### src/occ_pkg.sv
// Package for the ordered composition counter.
// Field widths, modulus, sequencer states and the accumulator control word.
// No dependencies.
package occ_pkg;

  localparam int unsigned PART_W = 8;
  localparam int unsigned TGT_W  = 10;
  localparam int unsigned WAY_W  = 30;

  localparam logic [WAY_W-1:0] WAY_MOD = 30'd1000000007;
  localparam logic [WAY_W-1:0] WAY_ONE = 30'd1;

  typedef enum logic [2:0] {
    ST_IDLE,
    ST_INIT,
    ST_SCAN,
    ST_DRAIN,
    ST_FIN
  } state_e;

  typedef struct packed {
    logic clr;
    logic add;
  } acc_ctrl_t;

endpackage

### src/occ_modadd.sv
// Shared modular accumulator: cleared on clr, else acc <= (acc + operand) mod 1000000007 on add.
// Depends on occ_pkg.
module occ_modadd (
  input  logic                       clk_i,
  input  occ_pkg::acc_ctrl_t         ctrl_i,
  input  logic [occ_pkg::WAY_W-1:0]  operand_i,
  output logic [occ_pkg::WAY_W-1:0]  acc_o
);
  import occ_pkg::*;

  logic [WAY_W-1:0] acc_q, acc_d;
  logic [WAY_W:0]   sum;

  // both operands are below the modulus, so one subtract suffices
  always_comb begin
    sum = {1'b0, acc_q} + {1'b0, operand_i};
    if (sum >= {1'b0, WAY_MOD}) begin
      sum = sum - {1'b0, WAY_MOD};
    end
    acc_d = acc_q;
    if (ctrl_i.clr) begin
      acc_d = '0;
    end else if (ctrl_i.add) begin
      acc_d = sum[WAY_W-1:0];
    end
  end

  always_ff @(posedge clk_i) begin
    acc_q <= acc_d;
  end

  assign acc_o = acc_q;

endmodule

### config.mk
export PLATFORM = sky130hd
export DESIGN_NAME = occ_modadd
export DESIGN_NICKNAME = d
export VERILOG_FILES = /design/src/occ_pkg.sv /design/src/occ_modadd.sv
export SDC_FILE = /design/constraint.sdc
export NUM_CORES = 1
export LEC_CHECK = 0
export BUFFER_PORTS_ARGS = -buffer_cell sky130_fd_sc_hd__buf_2
export CORE_ASPECT_RATIO = 0.75
export CORE_MARGIN = 5
export CORE_UTILIZATION = 45
export CTS_CLUSTER_DIAMETER = 80
export DETAILED_ROUTE_END_ITERATION = 12
export HOLD_SLACK_MARGIN = 0.1
export PLACE_DENSITY = 0.66
export RECOVER_POWER = 100
export SLEW_MARGIN = 20
export SYNTH_ARGS = -nofsm -noshare
export SYNTH_HDL_FRONTEND = slang
export SYNTH_SLANG_ARGS = --single-unit
### constraint.sdc
create_clock -name clk_i -period 4.1 [get_ports clk_i]
set_input_delay 0 -clock clk_i [delete_from_list [all_inputs] [get_ports clk_i]]
set_output_delay 0 -clock clk_i [all_outputs]
set_load 0.005 [all_outputs]
# Yosys cells after proc, flatten, opt, wreduce, memory -nomap -nowiden
# Cells that the tools add are included.
# Widths: inputs -> output; s select.
op_classes:
  add_sub_neg: 2
  magnitude_cmp: 1
  mux: 1
ops:
  columns: ["op", "count"]
  rows:
  - ["$add 30x30->31", 1]
  - ["$ge 31x30->1 const B", 1]
  - ["$mux 30", 1]
  - ["$sub 30x30->30 const B", 1]
totals:
  reg_bits: 30
  in_bits: 33
  out_inout_bits: 30

# Logic depth before layout (Yosys ltp)
depth:
  depth_word: 3
  mapped_depth: 16

# Worst setup path after synthesis
# Ideal clock, no wire load.
synth_timing:
  path_type: "register -> register"
  startpoint: "register acc_q[0] (netlist: acc_o[0])"
  endpoint: "register acc_q[24] (netlist: acc_o[24])"
  arrival_ns: 3.729
  required_ns: 3.983
  path_slack_ns: 0.253
  stages_incl_launch_ff: 15
  path_buffers: 0
  period_less_slack_ns: 3.847
  cell_sequence: "dfxtp_1 > ha_1 > inv_1 > fa_1 > nand2b_1 > a211oi_2 > o21ai_1 > a211oi_2 > nor3_1 > or3b_4 > a2111oi_4 > nor2_2 > o21a_1 > or4_1 > a32o_1"
synth_between:
  elab_chain_len: 3
  word_cells_on_any_way: 4
  cone_classes: "add/sub (2); order compare (1); mux (1)"
synth_lines:
  columns: ["element", "line_no", "rtl"]
  rows:
  - ["start: declaration", "occ_modadd.sv:11", "logic [WAY_W-1:0] acc_q, acc_d;"]
  - ["start signal: assignment", "occ_modadd.sv:29", "acc_q <= acc_d;"]
  - ["$add 30x30->31 (*)", "occ_modadd.sv:16", "sum = {1'b0, acc_q} + {1'b0, operand_i};"]
  - ["$sub 30x30->30 or $ge 31x30->1 (tied branches)", "occ_modadd.sv:18, occ_modadd.sv:17", null]
  - ["$mux 30 (*)", "occ_modadd.sv:17", "if (sum >= {1'b0, WAY_MOD}) begin"]
# Mark *: on every way between the ends. The rest lies on a longest branch, timed or not.
# A chain may end at the register's enable or synchronous reset.

# Worst setup path after layout
layout_timing:
  startpoint: "register acc_q[0] (netlist: acc_o[0])"
  endpoint: "register acc_q[9] (netlist: acc_o[9])"
# The elaborated chain is that of the path after synthesis.

==> flow_summary_export.csv <==
group,metric,value,unit
sta,holdWs,187,ps
finish,final_cell_mix,"nor2_1, buf_2, nand2_1",
logic_synthesis,synth.distinct_cells,73,
placement,dp.cells,715,
finish,nets,691,
power,power.density,663,nW/um^2
grt,grt_max_degree,51,
clocking,clock_latency,280,ps
grt,grt_pass1_vias,4173,
sta,fin_crit,3990,ps
floorplan,io_pins,63,
clocking,cts_inserted_buffers,5,
sta,finalCritPeriodShare,0.973,
finish,largest_reg_flops,30,
routing,vias_per_cell,6.32,
routing,dr.pass1.iters,5,
sta,tightest_slew,861,ps
grt,antenna_found_initial,0,
logic_synthesis,ys.flop_type,"dfxtp_1",
sta,setup-violations-final,0,
clocking,cts_max_level,2,
logic_synthesis,synth_cells,535,
finish,final_common_cell,"nor2_1",
clocking,clkTransAtPathRegs,60,ps
routing,drt-total-wl,13700,um
logic_synthesis,yosys_warnings,0,
logic_synthesis,synth-edff-count,0,
logic_synthesis,syn_avg_cell_area,7.17,um^2
grt,track_usage,0.247,
placement,routabilityCongestion,0.970,
grt,grt_pass1_wl,21100,um
finish,fillers,813,
critical_path,cp_max_fo,11,
sta,timing_hold_violations_final,0,
sta,slew_violations,0,
critical_path,r2r_slack,110,ps
clocking,cts_root_buf,"clkbuf_16",
critical_path,crit_required,4290,ps
run,cap_viol_max_count,0,
grt,grt_overflow,0,
routing,vias,4642,
floorplan,core,8380,um^2
floorplan,fp.dieH,90.0,um
outcome,status,"finished clean",
floorplan,initial_core_util,0.458,
logic_synthesis,syn_area,3840,um^2
clocking,cts_tree,"done",
floorplan,fp.dieW,117,um
floorplan,die_area,10500,um^2
logic_synthesis,syn_nets,600,
power,vdd_drop_max,0.000328,V
critical_path,startpoint_type,"flop",
routing,drc_errors,0,
worst_hold_path,hold_class,"in -> reg",
critical_path,end_kind,"flop",
sta,slew_headroom,0.417,
placement,numPortBuffers,62,
logic_synthesis,synthArstFlopShare,0,
logic_synthesis,synth_seq_cells,30,
placement,place_area,4450,um^2
finish,drive_gt1_frac,0.241,
sta,fin_skew,5.13,ps
routing,avgRoutedWirePerCell,18.6,um
clocking,clkSinkCount,30,
routing,drtIter0Drc,382,
logic_synthesis,yosysSeqAreaShare,0.157,
critical_path,crit_arrival,4180,ps
finish,antenna_cells,0,
placement,dp.final_hpwl,10300,um
routing,ant_nets,0,
floorplan,placementRows,29,
sta,fmax,251,MHz
power,leakage,2.09,nW
critical_path,path_class,"reg -> reg",
finish,instances_no_fill,734,
finish,fin_area,4920,um^2
clocking,clock_path_buffers,2,
finish,syn_to_final_growth,28.3,%
-- area by class of cell --
cell class | instances | area [um^2] | share of cell area
sequential | 30 | 606 | 0.123
clock buffer | 6 | 139 | 0.0282
timing repair buffer | 108 | 671 | 0.136
clock inverter | 1 | 30.0 | 0.00610
inverter | 13 | 48.8 | 0.00992
tap | 108 | 135 | 0.0275
multi-input combinational | 468 | 3290 | 0.669
-- power breakdown --
group | internal [mW] | switching (mW) | total, mW
clock network | 0.300 | 0.142 | 0.442
registers | 0.372 | 0.0725 | 0.445
logic | 0.997 | 1.38 | 2.38
total | 1.67 | 1.59 | 3.26
-- worst max-delay path, stage by stage (launching register included) --
cell	delay [ps]
dfxtp_4	360
ha_4	140
inv_1	50
fa_2	350
nand2b_4	150
a211oi_2	180
buf_4	170
o211ai_1	190
a31oi_2	380
a31oi_4	160
xnor2_2	230
nand2_1	110
a311o_1	400
o21a_2	270
buf_12	150
or3_1	320
a311oi_2	280
-- routing by layer --
metal	vias up	wire length, um	track usage
met2	250	5760	0.349
met3	22	1440	0.0537
met4	0	161	0.0535
li1	2229	-	-
met5	-	0	0
met1	2141	6320	0.378
-- path summary, 6_finish.rpt --
check,start,to,cells after the start
worst min register to register,acc_o[21],acc_o[21],2
worst min-delay path,operand_i[0],acc_o[0],4
worst max-delay path,acc_o[0],acc_o[9],16
worst max register to register,acc_o[0],acc_o[9],16
-- synthesized netlist by cell type (11+ instances only) --
cell type	number	area [um^2]
nand4_1	11	68.8
clkbuf_1	15	56.3
or3_1	16	100
nand3_1	21	105
nand2_1	44	165
a311oi_1	14	123
o21ai_0	33	165
inv_1	13	48.8
nor2_1	66	248
a21oi_1	35	175
ha_1	31	388
xnor2_1	13	114
a21o_1	22	165
dfxtp_1	30	601
nor3_1	11	55.1
-- through the flow --
step / utilization / setup slack (ps) / TNS (ps) / total power, mW
after floorplan: - / 253 / 0 / 1.87
after global placement: 0.530 / 31.5 / 0 / 2.52
after detailed placement: 0.530 / -91.6 / -766 / 2.54
after CTS: 0.552 / 28.2 / 0 / 3.01
after global routing: 0.587 / -84.5 / -778 / 3.49
final: 0.587 / 110 / 0 / 3.26
-- kinds of logic after synthesis --
family / Yosys count / share of synthesized area
fa+ha+maj: 32 / 0.106
simple gates: 217 / 0.281
flops: 30 / 0.157
mux: 7 / 0.0189
compound gates: 192 / 0.351
buf+inv: 37 / 0.0398
xor+xnor: 20 / 0.0457
-- timing repair --
item                                    in CTS  in global routing
pin swaps                                    1                 27
setup buffers                                0                 11
hold buffers                                 0                  0
gates resized for setup                      2                 40
endpoints found under the setup margin      12                 27
gates cloned                                 0                  1
(Power assumes the default switching activity.)
