===== src/occ_pkg.sv =====
// Package for the ordered composition counter.
// Field widths, modulus, sequencer states and the accumulator control word.
// No dependencies.
package occ_pkg;

  localparam int unsigned PART_W = 8;
  localparam int unsigned TGT_W  = 10;
  localparam int unsigned WAY_W  = 30;

  localparam logic [WAY_W-1:0] WAY_MOD = 30'd1000000007;
  localparam logic [WAY_W-1:0] WAY_ONE = 30'd1;

  typedef enum logic [2:0] {
    ST_IDLE,
    ST_INIT,
    ST_SCAN,
    ST_DRAIN,
    ST_FIN
  } state_e;

  typedef struct packed {
    logic clr;
    logic add;
  } acc_ctrl_t;

endpackage


===== src/occ_seq.sv =====
// Sequencer: part loading, table fill loop and result hand-off.
// Depends on occ_pkg; drives both RAMs and the shared modular accumulator.
module occ_seq #(
  parameter int unsigned MAX_PARTS  = 1024,
  parameter int unsigned MAX_TARGET = 1023,
  parameter int unsigned AW = (MAX_PARTS > 1) ? $clog2(MAX_PARTS) : 1,
  parameter int unsigned TW = $clog2(MAX_TARGET + 1)
) (
  input  logic                         clk_i,
  input  logic                         rst_ni,
  input  logic                         in_valid_i,
  input  logic                         in_last_i,
  input  logic [occ_pkg::TGT_W-1:0]    in_target_i,
  output logic                         in_ready_o,
  output logic                         pst_we_o,
  output logic [AW-1:0]                pst_waddr_o,
  output logic                         pst_re_o,
  output logic [AW-1:0]                pst_raddr_o,
  input  logic [occ_pkg::PART_W-1:0]   pst_rdata_i,
  output logic                         way_we_o,
  output logic [TW-1:0]                way_waddr_o,
  output logic [occ_pkg::WAY_W-1:0]    way_wdata_o,
  output logic                         way_re_o,
  output logic [TW-1:0]                way_raddr_o,
  output occ_pkg::acc_ctrl_t           acc_ctrl_o,
  input  logic [occ_pkg::WAY_W-1:0]    acc_i,
  input  logic                         res_free_i,
  output logic                         res_valid_o,
  output logic [occ_pkg::WAY_W-1:0]    res_count_o,
  output logic                         res_ovf_o
);
  import occ_pkg::*;

  localparam int unsigned PW = $clog2(MAX_PARTS + 1);
  localparam int unsigned CW = (TW > PART_W) ? TW : PART_W;

  state_e           state_q, state_d;
  logic [PW-1:0]    loaded_q, loaded_d;
  logic             ovf_q, ovf_d;
  logic [TW-1:0]    goal_q, goal_d;
  logic [TW-1:0]    i_q, i_d;
  logic [PW-1:0]    j_q, j_d;
  logic             s1_q, s1_d;
  logic             s2_q, s2_d;
  logic [WAY_W-1:0] res_q, res_d;
  logic             accept;
  logic             scan_more;
  logic             drained;
  logic             fits;
  logic [TW-1:0]    goal_sat;

  assign accept    = in_valid_i && in_ready_o;
  assign scan_more = j_q < loaded_q;
  assign drained   = !s1_q && !s2_q;
  assign fits      = (pst_rdata_i != '0) && (CW'(pst_rdata_i) <= CW'(i_q));

  always_comb begin
    if (32'(in_target_i) > 32'(MAX_TARGET)) begin
      goal_sat = TW'(MAX_TARGET);
    end else begin
      goal_sat = TW'(in_target_i);
    end
  end

  // next state
  always_comb begin
    state_d = state_q;
    case (state_q)
      ST_IDLE: begin
        if (accept && in_last_i) begin
          state_d = ST_INIT;
        end
      end
      ST_INIT: begin
        state_d = (goal_q == '0) ? ST_FIN : ST_SCAN;
      end
      ST_SCAN: begin
        if (!scan_more) begin
          state_d = ST_DRAIN;
        end
      end
      ST_DRAIN: begin
        if (drained) begin
          state_d = (i_q == goal_q) ? ST_FIN : ST_SCAN;
        end
      end
      ST_FIN: begin
        if (res_free_i) begin
          state_d = ST_IDLE;
        end
      end
      default: state_d = ST_IDLE;
    endcase
  end

  // outputs and datapath
  always_comb begin
    in_ready_o     = 1'b0;
    pst_we_o       = 1'b0;
    pst_waddr_o    = loaded_q[AW-1:0];
    pst_re_o       = 1'b0;
    pst_raddr_o    = j_q[AW-1:0];
    way_we_o       = 1'b0;
    way_waddr_o    = i_q;
    way_wdata_o    = acc_i;
    way_re_o       = s1_q && fits;
    way_raddr_o    = TW'(CW'(i_q) - CW'(pst_rdata_i));
    acc_ctrl_o.clr = 1'b0;
    acc_ctrl_o.add = s2_q;
    res_valid_o    = 1'b0;
    loaded_d       = loaded_q;
    ovf_d          = ovf_q;
    goal_d         = goal_q;
    i_d            = i_q;
    j_d            = j_q;
    s1_d           = 1'b0;
    s2_d           = s1_q && fits;
    res_d          = res_q;
    case (state_q)
      ST_IDLE: begin
        in_ready_o = 1'b1;
        if (accept) begin
          if (loaded_q < PW'(MAX_PARTS)) begin
            pst_we_o = 1'b1;
            loaded_d = loaded_q + PW'(1);
          end else begin
            ovf_d = 1'b1;
          end
          if (in_last_i) begin
            goal_d = goal_sat;
          end
        end
      end
      ST_INIT: begin
        way_we_o       = 1'b1;
        way_waddr_o    = '0;
        way_wdata_o    = WAY_ONE;
        acc_ctrl_o.clr = 1'b1;
        i_d            = TW'(1);
        j_d            = '0;
        res_d          = WAY_ONE;
      end
      ST_SCAN: begin
        if (scan_more) begin
          pst_re_o = 1'b1;
          s1_d     = 1'b1;
          j_d      = j_q + PW'(1);
        end
      end
      ST_DRAIN: begin
        if (drained) begin
          way_we_o       = 1'b1;
          acc_ctrl_o.clr = 1'b1;
          res_d          = acc_i;
          i_d            = i_q + TW'(1);
          j_d            = '0;
        end
      end
      ST_FIN: begin
        res_valid_o = res_free_i;
        if (res_free_i) begin
          loaded_d = '0;
          ovf_d    = 1'b0;
        end
      end
      default: ;
    endcase
  end

  assign res_count_o = res_q;
  assign res_ovf_o   = ovf_q;

  always_ff @(posedge clk_i or negedge rst_ni) begin
    if (!rst_ni) begin
      state_q  <= ST_IDLE;
      loaded_q <= '0;
      ovf_q    <= 1'b0;
      s1_q     <= 1'b0;
      s2_q     <= 1'b0;
    end else begin
      state_q  <= state_d;
      loaded_q <= loaded_d;
      ovf_q    <= ovf_d;
      s1_q     <= s1_d;
      s2_q     <= s2_d;
    end
  end

  always_ff @(posedge clk_i) begin
    goal_q <= goal_d;
    i_q    <= i_d;
    j_q    <= j_d;
    res_q  <= res_d;
  end

endmodule


===== config.mk =====
export PLATFORM = sky130hd
export DESIGN_NAME = occ_seq
export DESIGN_NICKNAME = d
export VERILOG_FILES = /design/src/occ_pkg.sv /design/src/occ_seq.sv
export SDC_FILE = /design/constraint.sdc
export NUM_CORES = 1
export LEC_CHECK = 0
export BUFFER_PORTS_ARGS = -buffer_cell sky130_fd_sc_hd__buf_4
export CORE_AREA = 8 8 136 138
export CTS_BUF_LIST = sky130_fd_sc_hd__clkbuf_4 sky130_fd_sc_hd__clkbuf_8
export CTS_CLUSTER_SIZE = 14
export DETAILED_ROUTE_END_ITERATION = 16
export DIE_AREA = 0 0 144 146
export SYNTH_ARGS = -nofsm -noshare
export SYNTH_HDL_FRONTEND = slang
export SYNTH_SLANG_ARGS = --single-unit
export TNS_END_PERCENT = 20

===== constraint.sdc =====
create_clock -name clk_i -period 9.6 [get_ports clk_i]
set_input_delay 2.88 -clock clk_i [delete_from_list [all_inputs] [get_ports clk_i]]
set_output_delay 2.88 -clock clk_i [all_outputs]
set_load 0.05 [all_outputs]

Word level (Yosys, flattened, before mapping):

Cells that the tools add are included.

* input port bits: 53
* output and inout bits: 109
* flip-flop bits (word level): 78
* logic and storage cells: 81

* add/subtract/negate cells: 4
* multiplexer cells: 33
* reduce and logical (&&, ||, !) cells: 19
* equality and inequality tests: 13
* order comparisons: 3

Operators with widths (count)
* 30-bit 2-to-1 mux: 2
* 30-bit case mux with 2 select lines: 1
* 11-bit 2-to-1 mux: 5
* 11-bit case mux with 3 select lines: 1
* 11-bit by 1-bit adder with 11-bit output (second input constant): 2
* 11-bit case mux with 2 select lines: 1
* 10-bit 2-to-1 mux: 2
* 10-bit case mux with 2 select lines: 1
* 3-bit 2-to-1 mux: 6
* 2-bit inequality test (second input constant): 8
* 3-bit case mux with 5 select lines: 1
* 4-bit AND reduction: 3
* 11-bit less-than comparator: 1
* 11-bit less-than comparator (second input constant): 1
* 1-bit 2-to-1 mux: 11
* 10-bit by 1-bit adder with 10-bit output (second input constant): 1
* 10-bit equality test: 1
* 8-bit by 10-bit <= comparator with 1-bit output: 1
* 10-bit zero test: 1
* 10-bit by 8-bit subtractor with 10-bit output: 1
* 8-bit nonzero test: 1
* 3-bit by 2-bit equality test with 1-bit output (second input constant): 2
* 3-bit AND reduction: 2
* 1-bit logical AND: 5
* 8 further kinds: 11

Depth between registers and ports, before layout:

Gate-level depths: netlist of run 1.

* word-level depth: 6
* depth in mapped cells: 8
* mapped depth without buffers: 8

Worst setup path before layout of run 1:

No wires, ideal clock.

* kind: in2out
* from: input port pst_rdata_i[0] (netlist name)
* to: output port way_re_o
* arrival time: 4.817 ns
* data required time: 6.720 ns
* path slack: 1.903 ns
* stages on the path: 7
* path buffers: 0
* path through: ha_1 fa_1 nor2b_1 o21ai_0 a21oi_1 o311ai_0 a21oi_1

* cells in the longest elaborated chain, start to end: 3
* elaborated cells on any way between the ends: 4
* classes of those cells: order compare (1); reduce/logical (3)

Ends and longest elaborated chain
* from (decl): RTL line occ_seq.sv:19 `input logic [occ_pkg::PART_W-1:0] pst_rdata_i,`
* 8-bit by 10-bit <= comparator with 1-bit output / 8-bit nonzero test (equally long branches): RTL line occ_seq.sv:55 `assign fits = (pst_rdata_i != '0) && (CW'(pst_rdata_i) <= CW'(i_q));`
* 1-bit logical AND (*): RTL line occ_seq.sv:55
* 1-bit logical AND (*): RTL line occ_seq.sv:106 `way_re_o = s1_q && fits;`
* to (decl): RTL line occ_seq.sv:23 `output logic way_re_o,`

Mark *: on every way between the ends. The rest lies on a longest branch, timed or not.

Worst setup path after layout of run 1:

Ends and elaborated chain as after synthesis.

==> reports/results.txt, run 1 <==
Outcome -> finished clean
Register area -> 2260 sq um
Library cells used by synthesis -> 51
DR iter-0 viols -> 132
Maxcap violations -> 0
Maximum fanout along the worst path -> 3
Share of layout cells above drive strength 1 -> 0.325
FF+latch count, synth -> 78
Comb pwr share -> 0.548
Post-DR vias/cell -> 4.79
Area post-placement -> 5900 sq um
Primary FF master, synth -> edfxtp_1
Clock latency on the worst-skew pair -> 0.36 ns
Synthesized instance count -> 446
Drt total wl -> 13500 um
Wire per inst -> 16.8 um
Tmin final -> 7.63 ns
Synth cell count leaders -> 61 x edfxtp_1, 43 x nor2b_1, 37 x and3_1, 36 x nor2_1, 26 x inv_1
Yosys top cell area share -> 0.395
Final Cycle Share -> 0.795
First-pass GRT wire length -> 20600 um
Max-slew violation count -> 0
Filler Cell Count -> 1624
CTS Hold Bufs -> 0
Drt drc -> 0
Startpoint type of the worst setup path -> input pin
Register area share after synthesis -> 0.487
CP peak stage delay -> 0.41 ns
Largest net degree at the start of global routing -> 41
Int Pwr -> 0.928 mW
Mapped Nets -> 521
Post-synth ARST share -> 0.218
Clock Tree Buf Depth -> 2
Die Wd -> 144 um
Met3 Use GR -> 0.0390
CTS tree -> built
Dominant cell type by area after synthesis -> edfxtp_1
Multi-input gate area -> 2030 sq um
Dpl ws -> 1.97 ns
Synth Warn # -> 0
Worst Skew -> 0.00996 ns
CTS resizes -> 0
Hold Violations, Final -> 0
Clock sinks -> 78
# diodes -> 0
Clk network pwr share -> 0.133
Worst-Margin Slew -> 0.972 ns
Post-CTS Setup Bufs -> 0
CP max-delay cell -> fa_1
NumNets Final -> 657
Net Sw Frac -> 0.497
Vias in the first global route -> 3851
Gr ovfl total -> 0
Mapped cell area -> 4630 sq um
Final Hold Slack -> 0.561 ns
Worst Setup Path Type -> input pin to output pin
Core area -> 16300 sq um
Die height -> 146 um
Layout area overhead -> 31.4%
F_max -> 131 MHz
Psw -> 0.919 mW
Initial Util -> 0.285
Unrepaired setup endpoints after global routing -> false
Setup ws final -> 1.97 ns
Beginning of the worst hold path -> res_ovf_o$_DFFE_PN0P_
Gpl congestion -> 0.881
Peak supply drop -> 0.000196 V
Die area -> 21000 sq um
Setup crit end kind -> output pin
Max-Slew Margin vs Limit -> 0.352
H-tree lvl count -> 3
RR Startpoint -> loaded_q[2]$_DFFE_PN0P_
First-pass DRT Iterations -> 4
Crit path DAT -> 4.75 ns
Antenna Nets Post-Route -> 0
Final instance area -> 6090 sq um
Final setup vio count -> 0
Flop pwr share -> 0.319
Initial antenna violation count -> 0
Clk slew on worst S/H paths -> 0.08 ns
Worst path buffer plus inverter count -> 2
Top-count cell post-synth -> edfxtp_1
Met1 usage -> 0.150
CP required -> 6.72 ns
Total negative slack -> 0 ns
GRT Total Usage -> 0.125
Dominant cells by area after synthesis -> edfxtp_1 40%, dfrtp_1 9.2%, nor2b_1 5.8%
I/O Pins -> 162
Power after layout -> 1.85 mW
Worst Hold Class -> flop to flop
Critical path's top delay family -> compound AO/OA/AOI/OAI gates
Worst-path cell chain -> buf_4 -> ha_1 -> fa_1 -> nor2b_1 -> o21ai_0 -> a21oi_1 -> o311ai_0 -> a21oi_1 -> buf_4
Syn Area/Cell -> 10.4 sq um
# port buffers -> 161
HPWL Detailed -> 10500 um
Met2 Use GR -> 0.206
CTS Buf Count -> 9
Root buf cell -> clkbuf_8
Critical Path Source -> pst_rdata_i[0]
Via count -> 3869
Leak -> 2.65 nW
Pwr Density -> 303 nW/um^2
Grt peak-use layer -> met2
Row cnt -> 47
Post-synth EDFFs -> 61
[stage by stage]
stage / instances / util
2_1_floorplan: 446 / -
3_3_place_gp: 791 / 0.362
3_5_place_dp: 791 / 0.362
4_1_cts: 807 / 0.374
5_1_grt: 807 / 0.374
6_report: 807 / 0.374
[layout make-up]
type / instances / area share
clock buffer: 10 / 0.0216
clock inverter: 6 / 0.0103
inverter: 26 / 0.0160
multi-input combinational: 303 / 0.334
sequential: 78 / 0.371
tap: 220 / 0.0452
timing repair buffer: 164 / 0.202
[layer usage]
metal / wire (um) / up-vias
li1: - / 1830
met1: 5830 / 1880
met2: 6300 / 147
met3: 1260 / 12
met4: 153 / 0
met5: 0 / -
[tightest hold or removal path: cells and delay by family (launching register included)]
kind,cells,cell delay [ns]
flip-flops,1,0.41
AND/OR/NAND/NOR,1,0.06
AO/OA/AOI/OAI,1,0.06
[worst paths after layout]
kind / to / slack, ns / depth (start not counted)
worst min-delay path: res_ovf_o$_DFFE_PN0P_ / 0.56 / 2
worst max-delay path: way_re_o / 1.97 / 9
worst min register to register: res_ovf_o$_DFFE_PN0P_ / 0.56 / 2
max in group asynchronous: s2_q$_DFF_PN0_ / 7.01 / 1
worst max register to register: j_q[1]$_SDFFCE_PN0P_ / 6.73 / 7
min in group asynchronous: loaded_q[5]$_DFFE_PN0P_ / 2.38 / 1
[logic make-up (layout without fill, tap and decap cells)]
family | Yosys count | count (layout) | synth area share
AO/OA/AOI/OAI | 57 | 57 | 0.0815
XOR/XNOR | 35 | 35 | 0.0661
adder cells (fa/ha/maj) | 22 | 22 | 0.0610
buffers and inverters | 65 | 206 | 0.0748
flip-flops | 78 | 78 | 0.487
AND/OR/NAND/NOR | 189 | 189 | 0.229
[power groups by stage]
stage | clock [mW] | combinational [mW] | sequential [mW]
5_1_grt | 0.268 | 1.08 | 0.603
2_1_floorplan | 0 | 0.644 | 0.686
3_3_place_gp | 0 | 1.00 | 0.595
4_1_cts | 0.257 | 1.02 | 0.591
3_5_place_dp | 0 | 1.02 | 0.598
6_report | 0.246 | 1.01 | 0.589
[sequential cells by signal (all words and copies together) (netlist names)]
name	count
res_ovf_o	1
res_count_o	30
goal_q	10
j_q	11
state_q	3
s1_q	1
i_q	10
loaded_q	11
s2_q	1
[layout by cell type (no fill, tap or decap), types with 2 or more instances in the layout]
cell type | synthesis | final
a21o_1 | 3 | 3
a21oi_1 | 15 | 15
a31oi_1 | 2 | 2
and2_1 | 3 | 3
and3_1 | 37 | 37
and4_1 | 2 | 2
buf_4 | 23 | 164
clkbuf_8 | 0 | 9
clkinvlp_4 | 0 | 2
dfrtp_1 | 17 | 17
edfxtp_1 | 61 | 61
ha_1 | 21 | 21
inv_1 | 26 | 26
nand2_1 | 19 | 19
nand3_1 | 12 | 12
nand4_1 | 7 | 7
nor2_1 | 36 | 36
nor2b_1 | 43 | 42
nor3_1 | 6 | 6
nor4_1 | 7 | 7
o211ai_1 | 2 | 2
o21a_1 | 3 | 2
o21ai_0 | 18 | 18
or2_2 | 2 | 2
or3_1 | 6 | 6
or4_1 | 2 | 2
xnor2_1 | 13 | 13
xor2_1 | 22 | 22
(Power assumes the default switching activity.)
==> run 2, diff against run 1 <==
==> constraint.sdc (replaced) <==
create_clock -name clk_i -period 6.87 [get_ports clk_i]
set_input_delay 2.061 -clock clk_i [delete_from_list [all_inputs] [get_ports clk_i]]
set_output_delay 2.061 -clock clk_i [all_outputs]
set_load 0.05 [all_outputs]
==> reports/results.txt, run 2 (same netlist as run 1, synthesis figures left out) <==
Outcome -> finished clean
Die height -> 146 um
Worst Hold Class -> flop to flop
Die Wd -> 144 um
NumNets Final -> 657
Clk slew on worst S/H paths -> 0.08 ns
Int Pwr -> 1.29 mW
Leak -> 2.65 nW
Maxcap violations -> 0
Setup crit end kind -> output pin
Most common cell after layout, fill and taps aside -> buf_4
Startpoint type of the worst setup path -> input pin
DR iter-0 viols -> 143
Clock sinks -> 78
Fin cells -> 805
Drt total wl -> 13600 um
Layout area overhead -> 31.0%
Initial antenna violation count -> 0
Die area -> 21000 sq um
Post-DR vias/cell -> 4.78
Pwr Density -> 423 nW/um^2
First-pass DRT Iterations -> 4
Largest net degree at the start of global routing -> 41
Comb pwr share -> 0.551
Flop pwr share -> 0.321
Gr ovfl total -> 0
Worst Skew -> 0.00895 ns
GRT Total Usage -> 0.126
HPWL Detailed -> 10500 um
Final Hold Slack -> 0.543 ns
First-pass GRT wire length -> 20800 um
Drt drc -> 0
Final Cycle Share -> 0.878
Via count -> 3851
F_max -> 166 MHz
Largest register FFs -> 30
Row cnt -> 47
Wire per inst -> 16.8 um
Dpl ws -> 0.874 ns
Antenna Nets Post-Route -> 0
Initial Util -> 0.285
Maximum fanout along the worst path -> 3
Core area -> 16300 sq um
CP peak stage delay -> 0.41 ns
Area post-placement -> 5900 sq um
# diodes -> 0
Tmin final -> 6.03 ns
Dpl cells -> 791
Crit path DAT -> 3.97 ns
Root buf cell -> clkbuf_8
Share of layout cells above drive strength 1 -> 0.325
CTS tree -> built
CP max-delay cell -> fa_1
Psw -> 1.28 mW
Post-CTS Setup Bufs -> 0
Most frequent cells in the layout -> 164 x buf_4, 61 x edfxtp_1, 42 x nor2b_1, 37 x and3_1, 36 x nor2_1
Clk network pwr share -> 0.128
Core Util, Final -> 0.373
RR Startpoint -> loaded_q[8]$_DFFE_PN0P_
Beginning of the worst hold path -> res_ovf_o$_DFFE_PN0P_
Final instance area -> 6070 sq um
Unrepaired setup endpoints after global routing -> false
H-tree lvl count -> 3
Vias in the first global route -> 3887
Clock latency on the worst-skew pair -> 0.35 ns
Worst-path cell chain -> buf_4 -> ha_1 -> fa_1 -> nor2b_1 -> o21ai_0 -> a21oi_1 -> o311ai_0 -> a21oi_1 -> buf_4
Clock Tree Buf Depth -> 2
Total negative slack -> 0 ns
Gpl congestion -> 0.881
Critical Path Source -> pst_rdata_i[0]
CTS Hold Bufs -> 0
Max-slew violation count -> 0
Max-Slew Margin vs Limit -> 0.354
Hold Violations, Final -> 0
Final setup vio count -> 0
Peak supply drop -> 0.000293 V
CTS Buf Count -> 9
CP required -> 4.81 ns
Worst-Margin Slew -> 0.969 ns
Setup ws final -> 0.838 ns
I/O Pins -> 162
Worst Setup Path Type -> input pin to output pin
# port buffers -> 161
CTS resizes -> 0
Net Sw Frac -> 0.498
Power after layout -> 2.57 mW
run 2: cell count changes in the layout (fill, tap and decap cells not counted), sizes merged:
| cell | change |
|---|---|
| clkinvlp | -1 |
| clkbuf | -1 |
run 2: worst max-delay path, delay by kind of cell:
| kind | cells | cell delay (ns) |
|---|---|---|
| fa+ha+maj | 2 | 0.63 |
| simple gates | 1 | 0.12 |
| buf+inv | 2 | 0.35 |
| compound gates | 4 | 0.81 |
run 2: power groups by stage:
| stage | sequential, mW | combinational, mW | clock (mW) |
|---|---|---|---|
| after detailed placement | 0.835 | 1.43 | 0 |
| after floorplan | 0.959 | 0.900 | 0 |
| after global placement | 0.832 | 1.40 | 0 |
| after global routing | 0.840 | 1.51 | 0.358 |
| after CTS | 0.825 | 1.43 | 0.342 |
| final | 0.823 | 1.41 | 0.329 |
run 2: path summary, 6_finish.rpt:
path                                      endpoint  cells after the start  slack (ns)
max                                       way_re_o                      9        0.84
min in group asynchronous  loaded_q[3]$_DFFE_PN0P_                      1        1.56
max reg2reg                   j_q[6]$_SDFFCE_PN0P_                      7        4.03
min                          res_ovf_o$_DFFE_PN0P_                      2        0.54
min reg2reg                  res_ovf_o$_DFFE_PN0P_                      2        0.54
max in group asynchronous           s2_q$_DFF_PN0_                      1        5.09
run 2: metal layers:
| metal | track usage | vias to the layer above | share of wire |
|---|---|---|---|
| met5 | 0 | - | 0 |
| met4 | 0.0463 | 0 | 0.014 |
| met3 | 0.0404 | 15 | 0.096 |
| met2 | 0.204 | 155 | 0.46 |
| met1 | 0.152 | 1864 | 0.43 |
| li1 | - | 1817 | - |
run 2: final cells by class:
cell class | instances | area (sq um)
clock buffers | 9 | 124
inverters | 26 | 97.6
multi-input cells | 303 | 2030
flip-flops and latches | 78 | 2260
fillers | 1622 | 10200
well taps | 220 | 275
repair buffers | 164 | 1230
clock inverters | 5 | 52.6
==> run 3, diff against run 2 <==
--- a/config.mk
+++ b/config.mk
@@ -11,6 +11,7 @@
 export CTS_CLUSTER_SIZE = 14
 export DETAILED_ROUTE_END_ITERATION = 16
 export DIE_AREA = 0 0 144 146
+export PLACE_DENSITY = 0.63
 export SYNTH_ARGS = -nofsm -noshare
 export SYNTH_HDL_FRONTEND = slang
 export SYNTH_SLANG_ARGS = --single-unit
==> reports/results.txt, run 3 (same netlist as run 1, synthesis figures left out) <==
Hold Violations, Final -> 0
Largest register FFs -> 30
First-pass GRT wire length -> 20600 um
Most common cell after layout, fill and taps aside -> buf_4
Via count -> 3843
Initial antenna violation count -> 0
Maxcap violations -> 0
Max-slew violation count -> 0
Tmin final -> 6.00 ns
# diodes -> 0
I/O Pins -> 162
Share of layout cells above drive strength 1 -> 0.327
Unrepaired setup endpoints after global routing -> false
Clock sinks -> 78
Root buf cell -> clkbuf_8
Filler Cell Count -> 1619
Setup ws final -> 0.867 ns
NumNets Final -> 657
Row cnt -> 47
Total negative slack -> 0 ns
Pwr Density -> 433 nW/um^2
Worst Setup Path Type -> input pin to output pin
H-tree lvl count -> 3
Clock Tree Buf Depth -> 2
First-pass DRT Iterations -> 4
Startpoint type of the worst setup path -> input pin
Core area -> 16300 sq um
GRT Total Usage -> 0.126
Wire per inst -> 16.8 um
Layout area overhead -> 32.5%
Outcome -> finished clean
Vias in the first global route -> 3878
Worst-path cell chain -> buf_4 -> ha_1 -> fa_1 -> nor2b_1 -> o21ai_0 -> a21oi_1 -> o311ai_0 -> a21oi_1 -> buf_4
Dpl ws -> 0.916 ns
Maximum fanout along the worst path -> 3
Largest net degree at the start of global routing -> 42
Max-Slew Margin vs Limit -> 0.357
F_max -> 167 MHz
CP max-delay cell -> fa_1
Worst Hold Class -> flop to flop
Gpl congestion -> 0.851
HPWL Detailed -> 10600 um
Crit path DAT -> 3.94 ns
Final setup vio count -> 0
Clk slew on worst S/H paths -> 0.08 ns
DR iter-0 viols -> 261
CP peak stage delay -> 0.41 ns
Die height -> 146 um
Clock latency on the worst-skew pair -> 0.37 ns
CTS resizes -> 0
Gr ovfl total -> 0
CP required -> 4.81 ns
CTS Hold Bufs -> 0
Area post-placement -> 5900 sq um
Leak -> 2.68 nW
Die Wd -> 144 um
Peak supply drop -> 0.000271 V
Setup crit end kind -> output pin
Final instance area -> 6140 sq um
Initial Util -> 0.285
# port buffers -> 161
Die area -> 21000 sq um
Drt total wl -> 13600 um
Worst-Margin Slew -> 0.962 ns
Antenna Nets Post-Route -> 0
Worst Skew -> 0.0102 ns
CTS tree -> built
Final Cycle Share -> 0.874
Drt drc -> 0
Post-DR vias/cell -> 4.76
CTS Buf Count -> 9
Post-CTS Setup Bufs -> 0
Most frequent cells in the layout -> 164 x buf_4, 61 x edfxtp_1, 42 x nor2b_1, 37 x and3_1, 36 x nor2_1
-- run 3: cell types whose count changed in the layout (fill, tap and decap cells not counted), sizes merged --
cell | previous run | this run
clkinv | 3 | 1
bufinv | 1 | 3
inv | 26 | 28
-- run 3: power by group --
| part | internal (mW) | switching [mW] | total [mW] |
|---|---|---|---|
| clock | 0.243 | 0.182 | 0.425 |
| combinational | 0.426 | 0.985 | 1.41 |
| sequential | 0.700 | 0.122 | 0.823 |
-- run 3: metal layers --
metal / part of all wire / track usage / up-vias
met2: 0.47 / 0.208 / 150
met3: 0.10 / 0.0410 / 10
met1: 0.41 / 0.149 / 1852
li1: - / - / 1831
met4: 0.011 / 0.0426 / 0
met5: 0 / 0 / -
-- run 3: critical path: cells and delay by family --
kind | cells | cell delay [ns]
buffers and inverters | 2 | 0.35
and+or+nand+nor | 1 | 0.12
AOI/OAI and AO/OA | 4 | 0.78
adders and majority gates | 2 | 0.62
-- run 3: layout make-up --
| class | count | area [sq um] | share of cell area |
|---|---|---|---|
| sequential | 78 | 2260 | 0.368 |
| tap | 220 | 275 | 0.0448 |
| clock buffer | 9 | 124 | 0.0202 |
| inverter | 26 | 97.6 | 0.0159 |
| timing repair buffer | 164 | 1230 | 0.201 |
| clock inverter | 7 | 120 | 0.0196 |
| multi-input combinational | 303 | 2030 | 0.331 |
-- run 3: per-stage QoR --
| stage | util | hold WS, ns | total power [mW] | cells |
|---|---|---|---|---|
| floorplan | - | 0.493 | 1.86 | 446 |
| global placement | 0.362 | 0.497 | 2.23 | 791 |
| detailed placement | 0.362 | 0.499 | 2.26 | 791 |
| CTS | 0.377 | 0.530 | 2.69 | 807 |
| global route | 0.377 | 0.562 | 2.80 | 807 |
| finish | 0.377 | 0.530 | 2.66 | 807 |
-- run 3: path summary, 6_finish.rpt --
path | startpoint | end | slack, ns | cells past startpoint
max reg2reg | loaded_q[2]$_DFFE_PN0P_ | j_q[3]$_SDFFCE_PN0P_ | 3.90 | 7
min in group asynchronous | rst_ni | loaded_q[5]$_DFFE_PN0P_ | 1.55 | 1
min | res_ovf_o$_DFFE_PN0P_ | res_ovf_o$_DFFE_PN0P_ | 0.53 | 2
max in group asynchronous | rst_ni | s1_q$_DFF_PN0_ | 5.11 | 1
min reg2reg | res_ovf_o$_DFFE_PN0P_ | res_ovf_o$_DFFE_PN0P_ | 0.53 | 2
max | pst_rdata_i[0] | way_re_o | 0.87 | 9
